### src/rtl/core/sprs_pkg.sv
`default_nettype none
package sprs_pkg;

    localparam int PAGE_BYTES   = 4096;
    localparam int SLOT_BYTES   = 4;
    localparam int HEADER_BYTES = 6;
    localparam int MAX_SLOTS    = 1024;

    localparam int PAGE_AW = $clog2(PAGE_BYTES);
    localparam int PTR_W   = PAGE_AW + 1;
    localparam int SLOT_AW = $clog2(MAX_SLOTS);
    localparam int CNT_W   = SLOT_AW + 1;

    // Field widths of the command and result ports.
    localparam int ACT_W  = 3;
    localparam int LEN_W  = 12;
    localparam int BYTE_W = 8;
    localparam int IDX_W  = 10;
    localparam int OFF_W  = 12;
    localparam int STAT_W = 3;

    // Command queue between the front and the back.
    localparam int QDEPTH = 2;
    localparam int QAW    = $clog2(QDEPTH);

    localparam logic [ACT_W-1:0] ACT_INIT   = 3'd0;
    localparam logic [ACT_W-1:0] ACT_INSERT = 3'd1;
    localparam logic [ACT_W-1:0] ACT_BYTE   = 3'd2;
    localparam logic [ACT_W-1:0] ACT_GET    = 3'd3;
    localparam logic [ACT_W-1:0] ACT_DELETE = 3'd4;
    localparam logic [ACT_W-1:0] ACT_READ   = 3'd5;

    typedef enum logic [STAT_W-1:0] {
        ST_OK      = 3'd0,
        ST_NOSPACE = 3'd1,
        ST_BADSLOT = 3'd2,
        ST_DELETED = 3'd3,
        ST_NOOPEN  = 3'd4,
        ST_OPEN    = 3'd5
    } t_status;

    typedef enum logic [2:0] {
        OP_INIT,
        OP_INSERT,
        OP_BYTE,
        OP_GET,
        OP_DELETE,
        OP_READ,
        OP_NOP
    } t_op;

    typedef struct packed {
        t_op               op;
        logic [LEN_W-1:0]  len;
        logic [BYTE_W-1:0] data;
        logic [IDX_W-1:0]  idx;
        logic [OFF_W-1:0]  boff;
    } t_cmd;

    typedef enum logic [1:0] {
        B_IDLE,
        B_TABLE,
        B_PAGE
    } t_bstate;

endpackage
`default_nettype wire

### src/rtl/core/sprs_front.sv
`default_nettype none
module sprs_front (
    input  wire logic                       i_clk,
    input  wire logic                       i_rst_n,
    input  wire logic                       i_start,
    input  wire logic [sprs_pkg::ACT_W-1:0]  i_action,
    input  wire logic [sprs_pkg::LEN_W-1:0]  i_record_length,
    input  wire logic [sprs_pkg::BYTE_W-1:0] i_data_byte,
    input  wire logic [sprs_pkg::IDX_W-1:0]  i_slot_index,
    input  wire logic [sprs_pkg::OFF_W-1:0]  i_byte_offset,
    input  wire logic                       i_pop,
    output logic                            o_busy,
    output logic                            o_cmd_valid,
    output sprs_pkg::t_cmd                  o_cmd
);
    import sprs_pkg::*;

    t_cmd             r_q [QDEPTH];
    logic [QAW-1:0]   r_wr_ptr, n_wr_ptr;
    logic [QAW-1:0]   r_rd_ptr, n_rd_ptr;
    logic [QAW:0]     r_count, n_count;
    logic             accept;
    t_cmd             cmd_in;

    assign accept = i_start && !o_busy;

    // Decode the action into an operation; undefined actions become no-ops.
    always_comb begin
        cmd_in.len  = i_record_length;
        cmd_in.data = i_data_byte;
        cmd_in.idx  = i_slot_index;
        cmd_in.boff = i_byte_offset;
        unique case (i_action)
            ACT_INIT:   cmd_in.op = OP_INIT;
            ACT_INSERT: cmd_in.op = OP_INSERT;
            ACT_BYTE:   cmd_in.op = OP_BYTE;
            ACT_GET:    cmd_in.op = OP_GET;
            ACT_DELETE: cmd_in.op = OP_DELETE;
            ACT_READ:   cmd_in.op = OP_READ;
            default:    cmd_in.op = OP_NOP;
        endcase
    end

    always_comb begin
        n_wr_ptr = r_wr_ptr;
        n_rd_ptr = r_rd_ptr;
        n_count  = r_count;
        if (accept) begin
            n_wr_ptr = (r_wr_ptr == QAW'(QDEPTH - 1)) ? '0 : r_wr_ptr + 1'b1;
        end
        if (i_pop) begin
            n_rd_ptr = (r_rd_ptr == QAW'(QDEPTH - 1)) ? '0 : r_rd_ptr + 1'b1;
        end
        if (accept && !i_pop) begin
            n_count = r_count + 1'b1;
        end else if (!accept && i_pop) begin
            n_count = r_count - 1'b1;
        end
    end

    always_ff @(posedge i_clk) begin
        if (!i_rst_n) begin
            r_wr_ptr <= '0;
            r_rd_ptr <= '0;
            r_count  <= '0;
        end else begin
            r_wr_ptr <= n_wr_ptr;
            r_rd_ptr <= n_rd_ptr;
            r_count  <= n_count;
        end
    end

    always_ff @(posedge i_clk) begin
        if (accept) begin
            r_q[r_wr_ptr] <= cmd_in;
        end
    end

    assign o_busy      = (r_count == (QAW+1)'(QDEPTH));
    assign o_cmd_valid = (r_count != '0);
    assign o_cmd       = r_q[r_rd_ptr];

    a_count_bound: assert property (@(posedge i_clk) disable iff (!i_rst_n)
        r_count <= (QAW+1)'(QDEPTH))
        else $error("command queue count exceeds its depth");

    a_pop_nonempty: assert property (@(posedge i_clk) disable iff (!i_rst_n)
        i_pop |-> r_count != '0)
        else $error("command popped from an empty queue");

    a_ptr_track: assert property (@(posedge i_clk) disable iff (!i_rst_n)
        (accept && !i_pop) |=> r_count == $past(r_count) + 1'b1)
        else $error("queue count did not follow an accepted transaction");

endmodule
`default_nettype wire

### config.mk
export PLATFORM = sky130hd
export DESIGN_NAME = sprs_front
export DESIGN_NICKNAME = d
export VERILOG_FILES = /design/src/rtl/core/sprs_pkg.sv /design/src/rtl/core/sprs_front.sv
export SDC_FILE = /design/constraint.sdc
export NUM_CORES = 1
export LEC_CHECK = 0
export ABC_AREA = 1
export BUFFER_PORTS_ARGS = -buffer_cell sky130_fd_sc_hd__buf_2
export CORE_MARGIN = 1.5
export CORE_UTILIZATION = 52
export DETAILED_ROUTE_END_ITERATION = 12
export PLACE_DENSITY_LB_ADDON = 0.15
export SYNTH_ARGS = -nofsm -noshare
export SYNTH_HDL_FRONTEND = slang
export SYNTH_SLANG_ARGS = --single-unit
### constraint.sdc
create_clock -name i_clk -period 3.4 [get_ports i_clk]
set_input_delay 0.34 -clock i_clk [delete_from_list [all_inputs] [get_ports i_clk]]
set_output_delay 0.34 -clock i_clk [all_outputs]
set_load 0.005 [all_outputs]
==> results.yml <==
outcome:
  outcome: "finished clean"
synth:
  ys_ff_latch: 95
  ys_types: 17
  syn_inst: 179
  synth.avg_cell_area_sq_um: 20.7
  ys_seq_area_share_pct: 75.7
  syn-cell-area_sq_mm: 0.00370
  synth_nets: 229
  ys_warn_count: 0
placement:
  place.gp.congestion: 0.674
  dp_hpwl_um: 3720
  io_buffer_count: 95
sta:
  finalHoldViolCount: 0
  fin_crit_sh_pct: 55.2
  fin_skew_ps: 9.94
  setup_tns_ps: 0
  fin_crit_ps: 1880
  rsz0062_at_grt: "no"
  final_max_slew_viol_count: 0
  worstMarginPinSlew_ps: 557
  max_freq_ghz: 0.533
  setup_viol: 0
  relSlewSlack_pct: 62.8
die:
  start_util_pct: 54.2
  io-pin-count: 96
  die_x_um: 87.4
  rows: 30
  die_y_um: 87.4
  dieArea_sq_mm: 0.00764
  core_sq_mm: 0.00683
clock_tree:
  clockBufferDepth: 2
  hold_buffers: 0
  clk_pin_slew_ps: 90
  cts_tree: "built"
  cts_setup_buffers: 0
  cts.htree.levels: 3
  root_buffer: "clkbuf_8"
  clk_latency_ps: 340
  cts_resized: 0
  cts_buffers: 9
  cts_sinks: 95
cells_and_area:
  final_util_pct: 65.4
  syn_to_final_growth_pct: 20.6
  layout-drive-gt1-share_pct: 56.4
  nNetsFinal: 333
  layout_commonest_cell: "buf_2"
  final_cell_mix: "95 x buf_2, 90 x edfxtp_1, 40 x mux2_4"
  fillers: 502
  num_antenna_cells: 0
worst_setup_path:
  crit_fanout: 44
  worst_setup_path_end_kind: "output pin"
  cp_data_arrival_time_ps: 1540
  worstSetupStartpointType: "flop"
  critical_path_class: "flop to output pin"
  required_ps: 3060
pwr:
  power.total_mw: 2.49
  power.leakage_nw: 1.80
  peakVddDrop_uv: 364
  pwr_density_cell_mw_per_mm2: 558
route:
  drt_iter0_drc: 91
  ant_nets: 0
  routed_wl_um: 5530
  vias_per_cell: 4.72
  vias: 1809
  drc: 0
  dr.pass1.iters: 4
  wl_per_cell_um: 14.4
global_route:
  grt_pass1_vias: 1732
  gr-total-overflow: 0
  grt_use_total_pct: 15.2
  grt_max_degree: 45
  antenna_found_initial: 0
  grt_pass1_wl_um: 8410
worst_hold_path:
  holdCritPathClass: "input port to flop"
flow_run:
  cap_violations: 0
==> final timing paths <==
check | cells after the start | endpoint | start | slack (ps)
min | 1 | r_q[0][38] | i_record_length[8] | 180
min reg2reg | 2 | r_rd_ptr | r_rd_ptr | 510
max reg2reg | 4 | r_q[1][44] | r_count[1] | 1730
max | 3 | o_cmd[40] | flop | 1520
==> critical path, cell delays in order (launching register included) <==
cell and delay (ps):
dfxtp_2 370, buf_12 290, mux2_2 370, buf_2 130
==> Yosys cell counts <==
library cell | instances | area, sq um
dfxtp_1 | 5 | 100
o21ai_2 | 1 | 8.76
a21oi_1 | 1 | 5.00
a21boi_0 | 1 | 7.51
o21ai_0 | 2 | 10.0
mux2_4 | 40 | 601
buf_12 | 4 | 80.1
nor2_1 | 9 | 33.8
clkbuf_1 | 2 | 7.51
buf_6 | 1 | 11.3
edfxtp_1 | 90 | 2700
inv_1 | 8 | 30.0
ha_1 | 1 | 12.5
nand2_1 | 7 | 26.3
mux2_2 | 5 | 56.3
nand3_1 | 1 | 5.00
nand4_1 | 1 | 6.26
==> power by group <==
| group | internal (mW) | total [mW] | switching [mW] |
|---|---|---|---|
| Sequential | 1.39 | 1.42 | 0.0257 |
| Combinational | 0.174 | 0.329 | 0.155 |
| Clock | 0.406 | 0.750 | 0.345 |
| Total | 1.97 | 2.49 | 0.525 |
==> state kept, by name, indices dropped and copies added, names as in the netlist, named ones only <==
signal,count
r_count,2
r_q,90
r_rd_ptr,1
r_wr_ptr,1
==> metal layers <==
| layer | global-route usage [%] | part of all wire (%) | vias to the layer above |
|---|---|---|---|
| li1 | - | - | 883 |
| met1 | 20.0 | 45 | 854 |
| met2 | 23.9 | 48 | 63 |
| met3 | 4.17 | 5.6 | 9 |
| met4 | 6.49 | 1.4 | 0 |
| met5 | 0 | 0 | - |
==> cells by family after synthesis <==
logic type / synth area share [%]
muxes: 17.7
adders and majority gates: 0.338
DFF: 75.7
and+or+nand+nor: 1.93
buffers and inverters: 3.48
AOI/OAI and AO/OA: 0.845
==> through the flow <==
step / hold WS [ps] / cell area, sq um / std cells / setup slack [ps]
after CTS: 164 / 4470 / 383 / 1490
after detailed placement: 491 / 4270 / 368 / 1710
after global placement: 475 / 4270 / 368 / 1760
final: 180 / 4470 / 383 / 1520
after global routing: 155 / 4470 / 383 / 1440
after floorplan: 439 / 3700 / 179 / 585
==> final cells by class <==
| class | instances | area [sq um] | area share, % |
|---|---|---|---|
| Sequential cell | 95 | 2800 | 62.8 |
| Multi-Input combinational cell | 69 | 787 | 17.6 |
| Timing Repair Buffer | 100 | 526 | 11.8 |
| Clock buffer | 10 | 128 | 2.86 |
| Tap cell | 96 | 120 | 2.69 |
| Clock inverter | 5 | 73.8 | 1.65 |
| Inverter | 8 | 30.0 | 0.672 |
Power figures use the tool's default switching activity.
